===== src/xkb_pkg.sv =====
// Shared types, constants and the base64 alphabet function for the XOR-key base64 encoder.
package xkb_pkg;

   localparam int unsigned DATA_WIDTH      = 8;
   localparam int unsigned CHAR_WIDTH      = 7;
   localparam int unsigned KEY_LOW_WIDTH   = 64;
   localparam int unsigned KEY_HIGH_WIDTH  = 32;
   localparam int unsigned KEY_LEN_WIDTH   = 4;
   localparam int unsigned CSR_DATA_WIDTH  = 64;
   localparam int unsigned CSR_INDEX_WIDTH = 2;
   localparam int unsigned GROUP_CHARS     = 4;
   localparam int unsigned GROUP_IDX_WIDTH = 2;

   // Longest key in use; longer programmed lengths saturate here.
   localparam logic [KEY_LEN_WIDTH-1:0] KEY_LEN_MAX = 4'd12;
   localparam logic [KEY_LEN_WIDTH-1:0] KEY_LEN_MIN = 4'd1;

   // Register indexes on the configuration port.
   typedef enum logic [CSR_INDEX_WIDTH-1:0] {
      CSR_KEY_LOW  = 2'd0,
      CSR_KEY_HIGH = 2'd1,
      CSR_KEY_LEN  = 2'd2
   } csr_index_type;

   // Byte position within a three-byte base64 group.
   localparam logic [1:0] GRP_FIRST  = 2'd0;
   localparam logic [1:0] GRP_SECOND = 2'd1;
   localparam logic [1:0] GRP_THIRD  = 2'd2;

   // ASCII codes used by the alphabet.
   localparam logic [CHAR_WIDTH-1:0] ASCII_UPPER_A = 7'h41;
   localparam logic [CHAR_WIDTH-1:0] ASCII_LOWER_A = 7'h61;
   localparam logic [CHAR_WIDTH-1:0] ASCII_ZERO    = 7'h30;
   localparam logic [CHAR_WIDTH-1:0] ASCII_PLUS    = 7'h2B;
   localparam logic [CHAR_WIDTH-1:0] ASCII_SLASH   = 7'h2F;
   localparam logic [CHAR_WIDTH-1:0] ASCII_PAD     = 7'h3D;

   typedef struct packed {
      logic [DATA_WIDTH-1:0] data_byte;
      logic                  last_byte;
   } req_type;

   typedef struct packed {
      logic [CHAR_WIDTH-1:0] out_char;
      logic                  last_char;
   } rsp_type;

   // Characters produced by one request, sent in order from index zero.
   typedef struct packed {
      logic [GROUP_CHARS-1:0][CHAR_WIDTH-1:0] chars;
      logic [GROUP_IDX_WIDTH-1:0]             last_idx;
      logic                                   last;
   } grp_type;

   function automatic logic [CHAR_WIDTH-1:0] b64_char(input logic [5:0] v);
      logic [CHAR_WIDTH-1:0] c;
      logic [CHAR_WIDTH-1:0] w;
      w = {1'b0, v};
      if (v < 6'd26) begin
         c = ASCII_UPPER_A + w;
      end else if (v < 6'd52) begin
         c = ASCII_LOWER_A + (w - 7'd26);
      end else if (v < 6'd62) begin
         c = ASCII_ZERO + (w - 7'd52);
      end else if (v == 6'd62) begin
         c = ASCII_PLUS;
      end else begin
         c = ASCII_SLASH;
      end
      return c;
   endfunction

endpackage


===== src/xkb_encode.sv =====
// Key registers, key and group position state, and the XOR and base64 split of one request.
module xkb_encode (
   input  logic                                 clock,
   input  logic                                 reset,
   input  logic                                 csr_we,
   input  logic [xkb_pkg::CSR_INDEX_WIDTH-1:0]  csr_index,
   input  logic [xkb_pkg::CSR_DATA_WIDTH-1:0]   csr_wdata,
   input  logic                                 step,
   input  xkb_pkg::req_type                     item,
   output xkb_pkg::grp_type                     grp
);

   logic [xkb_pkg::KEY_LOW_WIDTH-1:0]  key_low_ff,  key_low_in;
   logic [xkb_pkg::KEY_HIGH_WIDTH-1:0] key_high_ff, key_high_in;
   logic [xkb_pkg::KEY_LEN_WIDTH-1:0]  key_len_ff,  key_len_in;
   logic [xkb_pkg::KEY_LEN_WIDTH-1:0]  key_pos_ff,  key_pos_in;
   logic [1:0]                         grp_pos_ff,  grp_pos_in;
   logic [5:0]                         left_ff,     left_in;

   logic [15:0][xkb_pkg::DATA_WIDTH-1:0] key_arr;
   logic [xkb_pkg::KEY_LEN_WIDTH-1:0]    len_eff;
   logic [xkb_pkg::KEY_LEN_WIDTH-1:0]    pos_cur;
   logic [xkb_pkg::KEY_LEN_WIDTH:0]      pos_inc;
   logic [xkb_pkg::KEY_LEN_WIDTH-1:0]    pos_next;
   logic [xkb_pkg::DATA_WIDTH-1:0]       xb;
   logic [1:0]                           gp_after;
   logic [5:0]                           left_after;

   // Configuration writes.
   always_comb begin
      key_low_in  = key_low_ff;
      key_high_in = key_high_ff;
      key_len_in  = key_len_ff;
      if (csr_we) begin
         unique case (csr_index)
            xkb_pkg::CSR_KEY_LOW:  key_low_in  = csr_wdata;
            xkb_pkg::CSR_KEY_HIGH: key_high_in = csr_wdata[xkb_pkg::KEY_HIGH_WIDTH-1:0];
            xkb_pkg::CSR_KEY_LEN:  key_len_in  = csr_wdata[xkb_pkg::KEY_LEN_WIDTH-1:0];
            default: ;
         endcase
      end
   end

   // Key bytes beyond the two registers read as zero.
   assign key_arr = {32'h0, key_high_ff, key_low_ff};

   always_comb begin
      if (key_len_ff == '0) begin
         len_eff = xkb_pkg::KEY_LEN_MIN;
      end else if (key_len_ff > xkb_pkg::KEY_LEN_MAX) begin
         len_eff = xkb_pkg::KEY_LEN_MAX;
      end else begin
         len_eff = key_len_ff;
      end
      // A position left over from a longer key restarts at the first byte.
      pos_cur  = (key_pos_ff >= len_eff) ? '0 : key_pos_ff;
      pos_inc  = {1'b0, pos_cur} + 5'd1;
      pos_next = (pos_inc >= {1'b0, len_eff}) ? '0 : pos_inc[xkb_pkg::KEY_LEN_WIDTH-1:0];
      xb       = item.data_byte ^ key_arr[pos_cur];
   end

   always_comb begin
      grp.chars    = {xkb_pkg::GROUP_CHARS{xkb_pkg::ASCII_PAD}};
      grp.last_idx = 2'd0;
      grp.last     = item.last_byte;
      case (grp_pos_ff)
         xkb_pkg::GRP_SECOND: begin
            grp.chars[0] = xkb_pkg::b64_char(left_ff | {2'b00, xb[7:4]});
            left_after   = {xb[3:0], 2'b00};
            gp_after     = xkb_pkg::GRP_THIRD;
         end
         xkb_pkg::GRP_THIRD: begin
            grp.chars[0] = xkb_pkg::b64_char(left_ff | {4'b0000, xb[7:6]});
            grp.chars[1] = xkb_pkg::b64_char(xb[5:0]);
            grp.last_idx = 2'd1;
            left_after   = '0;
            gp_after     = xkb_pkg::GRP_FIRST;
         end
         default: begin
            grp.chars[0] = xkb_pkg::b64_char(xb[7:2]);
            left_after   = {xb[1:0], 4'b0000};
            gp_after     = xkb_pkg::GRP_SECOND;
         end
      endcase

      key_pos_in = key_pos_ff;
      grp_pos_in = grp_pos_ff;
      left_in    = left_ff;
      if (step) begin
         key_pos_in = pos_next;
         grp_pos_in = gp_after;
         left_in    = left_after;
         if (item.last_byte) begin
            key_pos_in = '0;
            grp_pos_in = xkb_pkg::GRP_FIRST;
            left_in    = '0;
         end
      end

      // Flush: the pending bits and padding follow the ordinary characters.
      if (item.last_byte) begin
         if (gp_after == xkb_pkg::GRP_SECOND) begin
            grp.chars[1] = xkb_pkg::b64_char(left_after);
            grp.last_idx = 2'd3;
         end else if (gp_after == xkb_pkg::GRP_THIRD) begin
            grp.chars[1] = xkb_pkg::b64_char(left_after);
            grp.last_idx = 2'd2;
         end
      end
   end

   always_ff @(posedge clock) begin
      if (reset) begin
         key_low_ff  <= '0;
         key_high_ff <= '0;
         key_len_ff  <= xkb_pkg::KEY_LEN_MIN;
         key_pos_ff  <= '0;
         grp_pos_ff  <= xkb_pkg::GRP_FIRST;
         left_ff     <= '0;
      end else begin
         key_low_ff  <= key_low_in;
         key_high_ff <= key_high_in;
         key_len_ff  <= key_len_in;
         key_pos_ff  <= key_pos_in;
         grp_pos_ff  <= grp_pos_in;
         left_ff     <= left_in;
      end
   end

`ifndef ASSERT_OFF
   a_grp_pos_range: assert property (@(posedge clock) disable iff (reset)
      grp_pos_ff != 2'd3)
      else $error("group position reached an unused code");

   a_key_pos_range: assert property (@(posedge clock) disable iff (reset)
      key_pos_ff < xkb_pkg::KEY_LEN_MAX)
      else $error("key position beyond the longest key");

   a_last_clears: assert property (@(posedge clock) disable iff (reset)
      (step && item.last_byte) |=> (key_pos_ff == '0 && grp_pos_ff == xkb_pkg::GRP_FIRST
                                    && left_ff == '0))
      else $error("final byte did not return the encoder state to its start");
`endif

endmodule


===== src/xkb_serial.sv =====
// Character group register and one-character output register with its handshake.
module xkb_serial (
   input  logic              clock,
   input  logic              reset,
   input  logic              load_valid,
   input  xkb_pkg::grp_type  load_grp,
   output logic              load_ready,
   output logic              rsp_valid,
   input  logic              rsp_stall,
   output xkb_pkg::rsp_type  rsp_data
);

   logic                                 grp_valid_ff, grp_valid_in;
   xkb_pkg::grp_type                     grp_ff,       grp_in;
   logic [xkb_pkg::GROUP_IDX_WIDTH-1:0]  grp_idx_ff,   grp_idx_in;
   logic                                 rsp_valid_ff, rsp_valid_in;
   xkb_pkg::rsp_type                     rsp_data_ff,  rsp_data_in;

   logic out_move;
   logic grp_done;
   logic load;

   assign out_move   = grp_valid_ff && (!rsp_valid_ff || !rsp_stall);
   assign grp_done   = out_move && (grp_idx_ff == grp_ff.last_idx);
   assign load_ready = !grp_valid_ff || grp_done;
   assign load       = load_valid && load_ready;

   always_comb begin
      grp_valid_in = load || (grp_valid_ff && !grp_done);
      grp_in       = load ? load_grp : grp_ff;
      if (load) begin
         grp_idx_in = '0;
      end else if (out_move) begin
         grp_idx_in = grp_idx_ff + 2'd1;
      end else begin
         grp_idx_in = grp_idx_ff;
      end

      rsp_valid_in = out_move || (rsp_valid_ff && rsp_stall);
      rsp_data_in  = rsp_data_ff;
      if (out_move) begin
         rsp_data_in.out_char  = grp_ff.chars[grp_idx_ff];
         rsp_data_in.last_char = grp_ff.last && (grp_idx_ff == grp_ff.last_idx);
      end
   end

   always_ff @(posedge clock) begin
      if (reset) begin
         grp_valid_ff <= 1'b0;
         grp_idx_ff   <= '0;
         rsp_valid_ff <= 1'b0;
      end else begin
         grp_valid_ff <= grp_valid_in;
         grp_idx_ff   <= grp_idx_in;
         rsp_valid_ff <= rsp_valid_in;
      end
   end

   always_ff @(posedge clock) begin
      grp_ff      <= grp_in;
      rsp_data_ff <= rsp_data_in;
   end

   assign rsp_valid = rsp_valid_ff;
   assign rsp_data  = rsp_data_ff;

`ifndef ASSERT_OFF
   a_idx_in_group: assert property (@(posedge clock) disable iff (reset)
      grp_valid_ff |-> (grp_idx_ff <= grp_ff.last_idx))
      else $error("character index ran past the end of its group");

   a_group_held: assert property (@(posedge clock) disable iff (reset)
      (out_move && !grp_done) |=> (grp_valid_ff
                                   && grp_idx_ff == 2'($past(grp_idx_ff) + 2'd1)))
      else $error("group dropped before its last character was sent");
`endif

endmodule


===== src/xor_key_base64_encoder.sv =====
// Top level of the repeating-key XOR and streaming base64 encoder.
// A request's first character reaches rsp_valid through the input register, the group
// register and the result register. A request yields one to four characters, which
// leave one at a time through the single-character result register; the group register
// takes the next request as the last character of the current one moves out.
// Reset is synchronous and active high: valid flags and encoder state clear, key bytes
// clear to zero and the key length returns to one.
module xor_key_base64_encoder (
   input  logic                                clock,
   input  logic                                reset,

   input  logic                                req_valid,
   output logic                                req_stall,
   input  xkb_pkg::req_type                    req_data,

   output logic                                rsp_valid,
   input  logic                                rsp_stall,
   output xkb_pkg::rsp_type                    rsp_data,

   input  logic                                csr_we,
   input  logic [xkb_pkg::CSR_INDEX_WIDTH-1:0] csr_index,
   input  logic [xkb_pkg::CSR_DATA_WIDTH-1:0]  csr_wdata
);

   // Input register: a request is captured here whenever the slot is free or is
   // being emptied in the same cycle, so requests can arrive back to back.
   logic             in_valid_ff, in_valid_in;
   xkb_pkg::req_type in_data_ff,  in_data_in;

   logic             req_accept;
   logic             in_advance;
   logic             grp_ready;
   xkb_pkg::grp_type grp;

   // The request moves on, and the key and group state step, once the group
   // register can take its characters.
   assign in_advance = in_valid_ff && grp_ready;
   assign req_stall  = in_valid_ff && !grp_ready;
   assign req_accept = req_valid && !req_stall;

   always_comb begin
      in_valid_in = req_accept || (in_valid_ff && !in_advance);
      in_data_in  = req_accept ? req_data : in_data_ff;
   end

   always_ff @(posedge clock) begin
      if (reset) begin
         in_valid_ff <= 1'b0;
      end else begin
         in_valid_ff <= in_valid_in;
      end
   end

   always_ff @(posedge clock) begin
      in_data_ff <= in_data_in;
   end

   // XOR with the current key byte and split into base64 characters, with the
   // padding appended when the request carries the final byte.
   xkb_encode u_encode (
      .clock     (clock),
      .reset     (reset),
      .csr_we    (csr_we),
      .csr_index (csr_index),
      .csr_wdata (csr_wdata),
      .step      (in_advance),
      .item      (in_data_ff),
      .grp       (grp)
   );

   // Holds the characters of one request and sends them one per cycle through
   // the result register while the receiver does not stall.
   xkb_serial u_serial (
      .clock      (clock),
      .reset      (reset),
      .load_valid (in_valid_ff),
      .load_grp   (grp),
      .load_ready (grp_ready),
      .rsp_valid  (rsp_valid),
      .rsp_stall  (rsp_stall),
      .rsp_data   (rsp_data)
   );

endmodule


===== config.mk =====
export PLATFORM = sky130hd
export DESIGN_NAME = xor_key_base64_encoder
export DESIGN_NICKNAME = d
export VERILOG_FILES = /design/src/xkb_pkg.sv /design/src/xkb_encode.sv /design/src/xkb_serial.sv /design/src/xor_key_base64_encoder.sv
export SDC_FILE = /design/constraint.sdc
export NUM_CORES = 1
export LEC_CHECK = 0
export BUFFER_PORTS_ARGS = -buffer_cell sky130_fd_sc_hd__buf_2
export CAP_MARGIN = 15
export CORE_ASPECT_RATIO = 0.9
export CORE_UTILIZATION = 25
export CTS_CLUSTER_DIAMETER = 100
export DETAILED_ROUTE_END_ITERATION = 16
export MAX_ROUTING_LAYER = met4
export PLACE_DENSITY_LB_ADDON = 0.25
export SYNTH_ARGS = -nofsm -noshare
export SYNTH_HDL_FRONTEND = slang
export SYNTH_SLANG_ARGS = --single-unit

===== constraint.sdc =====
create_clock -name clock -period 4.9 [get_ports clock]
set_input_delay 0.98 -clock clock [delete_from_list [all_inputs] [get_ports clock]]
set_output_delay 0.98 -clock clock [all_outputs]
set_load 0.02 [all_outputs]

==> results of run 1 <==
==> per-stage QoR <==
step / total power, mW / setup WS [ns] / hold slack (ns) / utilization (%)
after detailed placement: 1.81 / 0.559 / 0.446 / 28.2
after global placement: 1.82 / 0.716 / 0.441 / 28.2
final: 3.18 / 0.501 / 0.450 / 30.1
after global routing: 3.31 / 0.221 / 0.474 / 30.1
after floorplan: 1.67 / 0.963 / 0.432 / -
after CTS: 3.21 / 0.550 / 0.454 / 30.1
==> layer usage <==
metal | part of all wire [%] | global-route usage (%) | up-vias
met5 | 0 | - | -
met2 | 42 | 22.1 | 192
met1 | 52 | 22.2 | 3416
li1 | - | - | 3614
met3 | 5.1 | 3.30 | 22
met4 | 1.0 | 3.64 | 0
==> logic make-up (layout without fill, tap and decap cells) <==
family,Yosys count,count (layout),synth area share [%]
compound gates,265,265,21.5
xor+xnor,26,26,3.20
fa+ha+maj,25,25,3.77
buf+inv,95,167,5.00
flops,149,149,40.1
mux,42,42,6.05
other cells,0,1,0
simple gates,388,388,20.4
==> worst register-to-register path, stage by stage, from the launching register on <==
cell,delay [ns]
dfxtp_1,0.35
o31ai_1,0.48
ha_1,0.35
or3b_4,0.42
a21oi_4,0.37
a21oi_1,0.16
o221ai_2,0.24
xnor2_2,0.19
clkinv_2,0.29
ha_1,0.41
a31oi_1,0.21
o21ai_2,0.14
nor3b_1,0.21
a211oi_1,0.20
o22ai_1,0.10
==> cell usage in the layout, fill, tap and decap left out, types with 5 or more instances in the layout <==
cell / instances
a211o_1: 8
a211oi_1: 15
a21o_1: 7
a21oi_1: 121
a221oi_1: 5
a22o_1: 6
a31oi_1: 11
and2_1: 8
buf_2: 88
buf_4: 19
clkbuf_16: 19
dfxtp_1: 115
edfxtp_1: 34
ha_1: 25
inv_1: 26
mux2_2: 5
mux2i_1: 31
mux4_2: 6
nand2_1: 245
nand3_1: 22
nor2_1: 44
nor2b_1: 10
nor3_1: 21
nor3b_1: 6
o211ai_1: 5
o21ai_0: 20
o221ai_1: 6
o22ai_1: 8
or2_2: 5
or3_1: 6
xnor2_1: 13
xor2_1: 8
==> power groups by stage <==
stage | clock [mW] | sequential, mW | combinational, mW
after floorplan | 0 | 1.36 | 0.301
after global placement | 0 | 1.38 | 0.440
after detailed placement | 0 | 1.38 | 0.438
after CTS | 1.42 | 1.35 | 0.440
after global routing | 1.47 | 1.35 | 0.485
final | 1.40 | 1.35 | 0.440
==> worst max path at each step <==
stage	start	end
2_1_floorplan	u_encode.key_pos_ff[0]$_SDFFE_PP0P_	u_serial.grp_ff[11]$_DFFE_PP_
3_3_place_gp	u_encode.key_len_ff[2]$_SDFFE_PP0P_	u_serial.grp_ff[11]$_DFFE_PP_
3_5_place_dp	u_encode.key_len_ff[2]$_SDFFE_PP0P_	u_serial.grp_ff[11]$_DFFE_PP_
4_1_cts	u_encode.key_len_ff[2]$_SDFFE_PP0P_	u_serial.grp_ff[11]$_DFFE_PP_
5_1_grt	u_encode.key_len_ff[2]$_SDFFE_PP0P_	u_serial.grp_ff[11]$_DFFE_PP_
6_report	u_encode.key_len_ff[2]$_SDFFE_PP0P_	u_serial.grp_ff[11]$_DFFE_PP_
==> state kept, by name (all words and copies together) (netlist names) <==
name and cells:
in_valid_ff 1, u_encode.key_high_ff 32, u_serial.grp_ff 17, u_encode.key_len_ff 4, in_data_ff 9, u_encode.key_pos_ff 4, u_serial.rsp_data 8, u_serial.rsp_valid 1
u_encode.left_ff 4, u_serial.grp_valid_ff 1, u_serial.grp_idx_ff 2, u_encode.grp_pos_ff 2, u_encode.key_low_ff 64
==> area by class of cell <==
cell class / instances / area, sq um
diodes: 1 / 2.50
clock buffers: 24 / 524
clock inverters: 8 / 108
fillers: 3464 / 22500
inverters: 28 / 106
multi-input cells: 746 / 4560
flip-flops and latches: 149 / 3320
well taps: 416 / 520
repair buffers: 107 / 583
==> results.toml, run 1 <==
[worst_setup_path]
crit_family = "compound AO/OA/AOI/OAI gates"
crit_cells = 14
slowest_delay_ns = 0.48
crit_path_end_kind = "flop"
critPathKind = "flop to flop"
r2r.worst_path.cells = 14
arrival_ns = 4.55
required_ns = 5.05
cpMostUsedCell = "ha_1"
crit_slowest_cell = "o31ai_1"
ff2ff_setup_slack_ns = 0.50
cp-start-kind = "flop"
worst-path-buf-inv = 1
cp_cell_sequence = "o31ai_1, ha_1, or3b_4, a21oi_4, a21oi_1, o221ai_2, xnor2_2, clkinv_2, ha_1, a31oi_1, o21ai_2, nor3b_1, a211oi_1, o22ai_1"
worstReg2RegStart = "u_encode.key_len_ff[2]$_SDFFE_PP0P_"
r2r-end = "u_serial.grp_ff[11]$_DFFE_PP_"
crit_fanout = 14

[worst_hold_path]
worstHoldPathCells = 2
hp-start = "u_encode.key_low_ff[9]$_SDFFE_PP0P_"
hp-class = "flop to flop"
min_to = "u_encode.key_low_ff[9]$_SDFFE_PP0P_"

[cts]
path_clk_slew_ns = 0.06
clk_latency_ns = 0.44
clockRootBuffer = "clkbuf_16"
post-cts-setup-buffers = 0
cts_htree_levels = 4
cts_hold_buffers = 0
cts_buffer_depth = 2
cts.sinks = 149
cts_tree = "done"
cts_buffers = 17
cts-resized-gates = 0

[synth]
synthTopCellsByArea = "dfxtp_1 (28%), edfxtp_1 (12%), nand2_1 (11%)"
synth_top_area_share_pct = 27.8
netlist_instances = 990
synth_edf_count = 34
seq_area_frac_synth_pct = 40.1
ys_types = 81
yosys_warnings = 0
synth_nets = 1095
synth_area_sq_um = 8290
synth_ff_type = "dfxtp_1"
syn_area_per_cell_sq_um = 8.37
synth.most_common_cell = "nand2_1"
synth_common_cells = "nand2_1 (245), a21oi_1 (121), dfxtp_1 (115)"
synth-seq-cells = 149
async_flop_share_pct = 0
yosysTopAreaCell = "dfxtp_1"

[pwr]
pwr-share-comb_pct = 13.8
pwr-share-clk_pct = 43.8
switchingPower_mw = 0.849
powerDensity_nw_per_um2 = 327
p_leak_nw = 3.48
seq_power_share_pct = 42.3
internal_power_mw = 2.34
p_sw_share_pct = 26.7
vdd_drop_max_v = 0.000240

[placement]
port_buffers = 89
place_inst = 1446
hpwl_um = 18300
post_dp_cell_area_sq_um = 9090
place_congestion = 0.886

[routing]
via_per_inst = 4.90
wire_per_inst_um = 17.2
first_pass_iters = 5
routed-via-count = 7244
dr.first_iter.drc_count = 642
antenna_left = 0
drt-total-wl_um = 25500
drcViolationCount = 0

[timing]
grt_setup_unrepaired = "false"
period_minus_slack_ns = 4.40
slew_violations = 0
worst_pin_slew_ns = 0.996
finalCritPeriodShare_pct = 89.8
final_hold_viol_count = 0
max_slew_margin_pct = 33.6
tns_ns = 0
setup_viol = 0
fmax_mhz = 227
clock_skew_ns = 0.0128

[final_layout]
finalNonFillerCells = 1479
design_area_sq_um = 9730
area_growth_pct = 17.3
final_nets = 1154
drive_above_1_share_pct = 17.3

[floorplan]
start_util_pct = 25.7
core_sq_um = 32300
dieArea_sq_um = 33900
fp.dieH_um = 175
ios = 90
rows = 62
chipWidth_um = 194

[global_route]
antenna_found_initial = 1
grt_pass1_wl_um = 39500
grt_use_total_pct = 15.5
grt_overflow = 0
grt_pass1_vias = 6866
grt_max_degree = 80

[run]
maxCapViolCount = 0

[run_status]
status = "finished, final reports clean"
No activity file was read; power rests on OpenSTA's default activity.
==> run 2: changes to the inputs <==
- CORE_UTILIZATION: 25 -> 40
==> run 2 against run 1 <==
Effect of this change:
- die area is 37% lower
- clock skew down 0.0041 ns
- sequential cell count is the same
- core utilization up 17 points
- fmax rose by 7.3%
- critical path type unchanged
- critical endpoint is now u_serial.grp_ff[4]$_DFFE_PP_
==> results.toml, run 2 (synthesized netlist as in run 1, its figures left out) <==
[run_status]
status = "finished, final reports clean"

[final_layout]
regMostFlops = "u_encode.key_low_ff"
fin_util_pct = 47.2
largestRegisters = "u_encode.key_low_ff x64, u_encode.key_high_ff x32, u_serial.grp_ff x17"
finalNonFillerCells = 1321
layout_commonest_cell = "nand2_1"
largest_register_ffs = 64
final_nets = 1158
area_growth_pct = 14.9
final_cell_mix = "nand2_1 (245), a21oi_1 (121), dfxtp_1 (115)"
nFillCells = 1985
drive_above_1_share_pct = 17.6
diodes = 0

[timing]
max_slew_margin_pct = 25.7
final_hold_viol_count = 0
fmax_mhz = 244
period_minus_slack_ns = 4.10
grt_setup_unrepaired = "false"
finalCritPeriodShare_pct = 83.6
setup_viol = 0
worst_pin_slew_ns = 1.11
tns_ns = 0
slew_violations = 0
clock_skew_ns = 0.00867

[global_route]
grt_pass1_vias = 6801
grt_use_total_pct = 22.9
grt_overflow = 0
grt_pass1_wl_um = 37100
antenna_found_initial = 0
grt_max_degree = 104

[worst_hold_path]
hp-start = "u_encode.key_high_ff[10]$_SDFFE_PP0P_"
min_to = "u_encode.key_high_ff[10]$_SDFFE_PP0P_"
hp-class = "flop to flop"
worstHoldPathCells = 2

[pwr]
powerDensity_nw_per_um2 = 331
seq_power_share_pct = 42.8
internal_power_mw = 2.29
p_sw_share_pct = 27.3
total_power_mw = 3.15
pwr-share-clk_pct = 43.3
pwr-share-comb_pct = 14.0
switchingPower_mw = 0.861
p_leak_nw = 3.47
vdd_drop_max_v = 0.000179

[worst_setup_path]
ff2ff_setup_slack_ns = 0.80
worstReg2RegStart = "u_encode.key_len_ff[2]$_SDFFE_PP0P_"
r2r.worst_path.cells = 14
cp-startpoint = "u_encode.key_len_ff[2]$_SDFFE_PP0P_"
crit_path_end_kind = "flop"
critPathKind = "flop to flop"
cp-start-kind = "flop"
crit_fanout = 14
arrival_ns = 4.24
r2r-end = "u_serial.grp_ff[4]$_DFFE_PP_"
required_ns = 5.04

[floorplan]
ios = 90
start_util_pct = 41.1
dieArea_sq_um = 21300
core_sq_um = 20200
fp.dieH_um = 139
rows = 49
chipWidth_um = 154

[cts]
cts_buffers = 17
cts_hold_buffers = 0
clk_latency_ns = 0.43
cts_tree = "done"
cts-resized-gates = 0
cts.sinks = 149
post-cts-setup-buffers = 0
path_clk_slew_ns = 0.06
cts_htree_levels = 4
clockRootBuffer = "clkbuf_16"
cts_buffer_depth = 2

[routing]
drt-total-wl_um = 23000
dr.first_iter.drc_count = 773
first_pass_iters = 5
drt-met1-wl_um = 11500
antenna_left = 0
routed-via-count = 7352
wl_met3_um = 1390
met2_wirelength_um = 9770
wire_per_inst_um = 17.4
drcViolationCount = 0
highest_layer = "met4"
via_per_inst = 5.57

[placement]
place_inst = 1289
hpwl_um = 16200
port_buffers = 89
place_congestion = 0.944

[run]
maxCapViolCount = 0
run 2: routing by layer:
layer / GRT usage, % / vias to the layer above
met3: 4.03 / 21
met5: - / -
met1: 33.7 / 3460
li1: - / 3626
met2: 31.7 / 245
met4: 6.89 / 0
run 2: worst max path at each step:
stage,to
CTS,u_serial.grp_ff[4]$_DFFE_PP_
floorplan,u_serial.grp_ff[11]$_DFFE_PP_
finish,u_serial.grp_ff[4]$_DFFE_PP_
global route,u_serial.grp_ff[12]$_DFFE_PP_
detailed placement,u_serial.grp_ff[4]$_DFFE_PP_
global placement,u_serial.grp_ff[4]$_DFFE_PP_
run 2: worst max-delay path, cell delays in order (launching register included):
cell	delay [ns]
dfxtp_1	0.35
o31ai_1	0.39
ha_1	0.33
or3b_4	0.42
a21oi_4	0.35
o311ai_1	0.16
nand3_1	0.14
xor2_1	0.15
buf_4	0.21
ha_1	0.50
o21ai_0	0.25
nand2_1	0.14
xnor2_1	0.07
mux2i_1	0.21
o221ai_1	0.15
run 2: power groups by stage:
stage,sequential [mW],clock (mW),combinational (mW)
after global placement,1.37,0,0.433
after CTS,1.35,1.38,0.436
after global routing,1.35,1.43,0.485
after detailed placement,1.37,0,0.433
after floorplan,1.36,0,0.301
final,1.35,1.36,0.440
run 2: area by class of cell:
| class | count | area (sq um) | share of cell area [%] |
|---|---|---|---|
| Multi-Input combinational cell | 746 | 4560 | 47.9 |
| Sequential cell | 149 | 3320 | 34.9 |
| Timing Repair Buffer | 111 | 613 | 6.44 |
| Clock buffer | 18 | 429 | 4.51 |
| Tap cell | 255 | 319 | 3.35 |
| Clock inverter | 14 | 176 | 1.85 |
| Inverter | 28 | 106 | 1.12 |
run 2: through the flow:
stage                     cell area, sq um  setup WS, ns  hold slack (ns)
after floorplan                       8290         0.963            0.432
after global placement                8920         0.900            0.438
after detailed placement              8920         0.842            0.443
after CTS                             9530         0.839            0.452
after global routing                  9530         0.473            0.467
final                                 9530         0.802            0.451
==> run 3: changes to the inputs <==
- ABC_AREA: default -> 1
- clock period: 4.9 -> 3.6 ns (I/O delays scaled with it)
==> run 3 against run 2 <==
Effect of this change:
- register-to-register slack worse by 0.70 ns
- largest power group is now registers
- first-iteration DRC count down 0.78%
- critical path depth up 12
- synthesized cell count up 20%
- sequential share of layout area down 4.0 points
==> results.toml, run 3 <==
[placement]
hpwl_um = 18900
port_buffers = 89
place_congestion = 0.967
post_dp_cell_area_sq_um = 9350
place_inst = 1547

[timing]
max_slew_margin_pct = 44.8
final_hold_viol_count = 0
finalCritPeriodShare_pct = 97.3
clock_skew_ns = 0.00924
worst_pin_slew_ns = 0.829
grt_setup_unrepaired = "true"
setup_viol = 0
period_minus_slack_ns = 3.50
fmax_mhz = 285
slew_violations = 0
hold_slack_ns = 0.473

[final_layout]
final_nets = 1444
final_cell_mix = "nor2_1 (238), nand2_1 (211), o21ai_0 (117)"
largestRegisters = "u_encode.key_low_ff x64, u_encode.key_high_ff x32, u_serial.grp_ff x17"
fin_util_pct = 53.5
layout_commonest_cell = "nor2_1"
nFillCells = 1948
largest_register_ffs = 64
area_growth_pct = 30.2
finalNonFillerCells = 1606
design_area_sq_um = 10800
regMostFlops = "u_encode.key_low_ff"
drive_above_1_share_pct = 27.7
diodes = 0

[synth]
synth_edf_count = 34
seq_area_frac_synth_pct = 40.1
synth_compound_area_share_pct = 12.7
async_flop_share_pct = 0
synth_area_sq_um = 8290
synth_mux_area_share_pct = 0
synth_nets = 1291
synth.most_common_cell = "nor2_1"
synth_top_family_by_area = "simple AND/OR/NAND/NOR gates"
synth_xor_area_share_pct = 1.66
ys_types = 44
synthTopCellsByArea = "dfxtp_1 (28%), edfxtp_1 (12%), nor2_1 (11%)"
synth-seq-cells = 149
syn_area_per_cell_sq_um = 6.99
synth_top_area_share_pct = 27.8
netlist_instances = 1186
synth_ff_type = "dfxtp_1"
yosysTopAreaCell = "dfxtp_1"
yosys_warnings = 0
synth_common_cells = "nor2_1 (248), nand2_1 (236), nand3_1 (127)"
synth_adder_area_share_pct = 3.77
synthSimpleGateAreaFrac_pct = 34.5

[run_status]
status = "finished, final reports clean"

[routing]
dr.first_iter.drc_count = 767
antenna_left = 0
wire_per_inst_um = 16.8
routed-via-count = 8545
via_per_inst = 5.32
drt-total-wl_um = 27000
first_pass_iters = 6
drcViolationCount = 0

[cts]
cts_hold_buffers = 0
cts_buffers = 17
clk_latency_ns = 0.43
cts_tree = "done"
clockRootBuffer = "clkbuf_16"
cts_buffer_depth = 2
path_clk_slew_ns = 0.06
cts_htree_levels = 4
cts.sinks = 149

[pwr]
internal_power_mw = 3.09
p_sw_share_pct = 29.4
pwr-share-comb_pct = 18.1
seq_power_share_pct = 42.5
switchingPower_mw = 1.29
p_leak_nw = 4.86
pwr-share-clk_pct = 39.3
powerDensity_nw_per_um2 = 406
vdd_drop_max_v = 0.000247

[floorplan]
chipWidth_um = 154
start_util_pct = 41.1
fp.dieH_um = 139
dieArea_sq_um = 21300
rows = 49
ios = 90
core_sq_um = 20200

[global_route]
grt_max_degree = 65
antenna_found_initial = 0
grt_use_total_pct = 25.7
grt_overflow = 0
grt_pass1_vias = 7904
grt_pass1_wl_um = 42000

[worst_setup_path]
crit_fanout = 8
crit_slowest_cell = "dfxtp_4"
crit_path_end_kind = "flop"
cpMostUsedCell = "nand2_1"
critPathKind = "flop to flop"
slowest_delay_ns = 0.36
arrival_ns = 3.69
cp-start-kind = "flop"
required_ns = 3.79
ff2ff_setup_slack_ns = 0.1

[run]
maxCapViolCount = 0

[worst_hold_path]
hp-class = "input port to flop"
-- run 3: power groups by stage --
stage	Combinational, mW	Sequential, mW	Clock [mW]
floorplan	0.410	1.88	0
global placement	0.669	1.90	0
detailed placement	0.666	1.90	0
CTS	0.675	1.86	1.74
global route	0.870	1.87	1.81
finish	0.794	1.86	1.72
-- run 3: logic make-up (layout without fill, tap and decap cells) --
kind of cell,Yosys count,in the layout
fa+ha+maj,25,25
flops,149,149
buf+inv,142,307
compound gates,191,191
simple gates,665,665
xor+xnor,14,14
-- run 3: area by class of cell --
type                            instances  area (sq um)  area share [%]
Multi-Input combinational cell        895          4910            45.5
Clock buffer                           22           490            4.54
Inverter                               88           348            3.22
Clock inverter                          9          66.3           0.614
Sequential cell                       149          3330            30.8
Timing Repair inverter                  1          8.76          0.0811
Tap cell                              255           319            2.96
Timing Repair Buffer                  187          1320            12.3
-- run 3: what timing repair did --
item                                    CTS  global route
pin swaps                                 3            35
endpoints found under the setup margin    4            17
cloned                                    0             2
buffers inserted                          4            21
gates resized for setup                   4           159
-- run 3: worst paths after layout --
path / startpoint / to / cells after the start
max: u_encode.key_len_ff[3]$_SDFFE_PP0P_ / u_serial.grp_ff[15]$_DFFE_PP_ / 26
min: req_data[0] / in_data_ff[0]$_DFFE_PP_ / 1
max reg2reg: u_encode.key_len_ff[3]$_SDFFE_PP0P_ / u_serial.grp_ff[15]$_DFFE_PP_ / 26
min reg2reg: u_serial.grp_valid_ff$_SDFF_PP0_ / u_serial.rsp_valid$_SDFF_PP0_ / 2
-- run 3: routing by layer --
metal | track usage [%] | vias up | wire, um
met1 | 37.5 | 3938 | 13200
met5 | - | - | 0
met4 | 7.26 | 0 | 595
met2 | 35.4 | 349 | 11300
li1 | - | 4213 | -
met3 | 5.56 | 45 | 1930
-- run 3: per-stage QoR --
stage          setup slack (ns)  total power, mW  setup TNS, ns
2_1_floorplan             0.114             2.29              0
3_3_place_gp            -0.0497             2.56        -0.0654
3_5_place_dp            -0.0904             2.56         -0.106
4_1_cts                 0.00544             4.28              0
5_1_grt                  -0.135             4.55         -0.930
6_report                 0.0969             4.38              0
-- run 3: critical path: cells and delay by family (launching register included) --
| kind | cells | cell delay, ns |
|---|---|---|
| fa+ha+maj | 2 | 0.44 |
| simple gates | 14 | 1.20 |
| flops | 1 | 0.36 |
| buf+inv | 8 | 0.82 |
| compound gates | 2 | 0.45 |
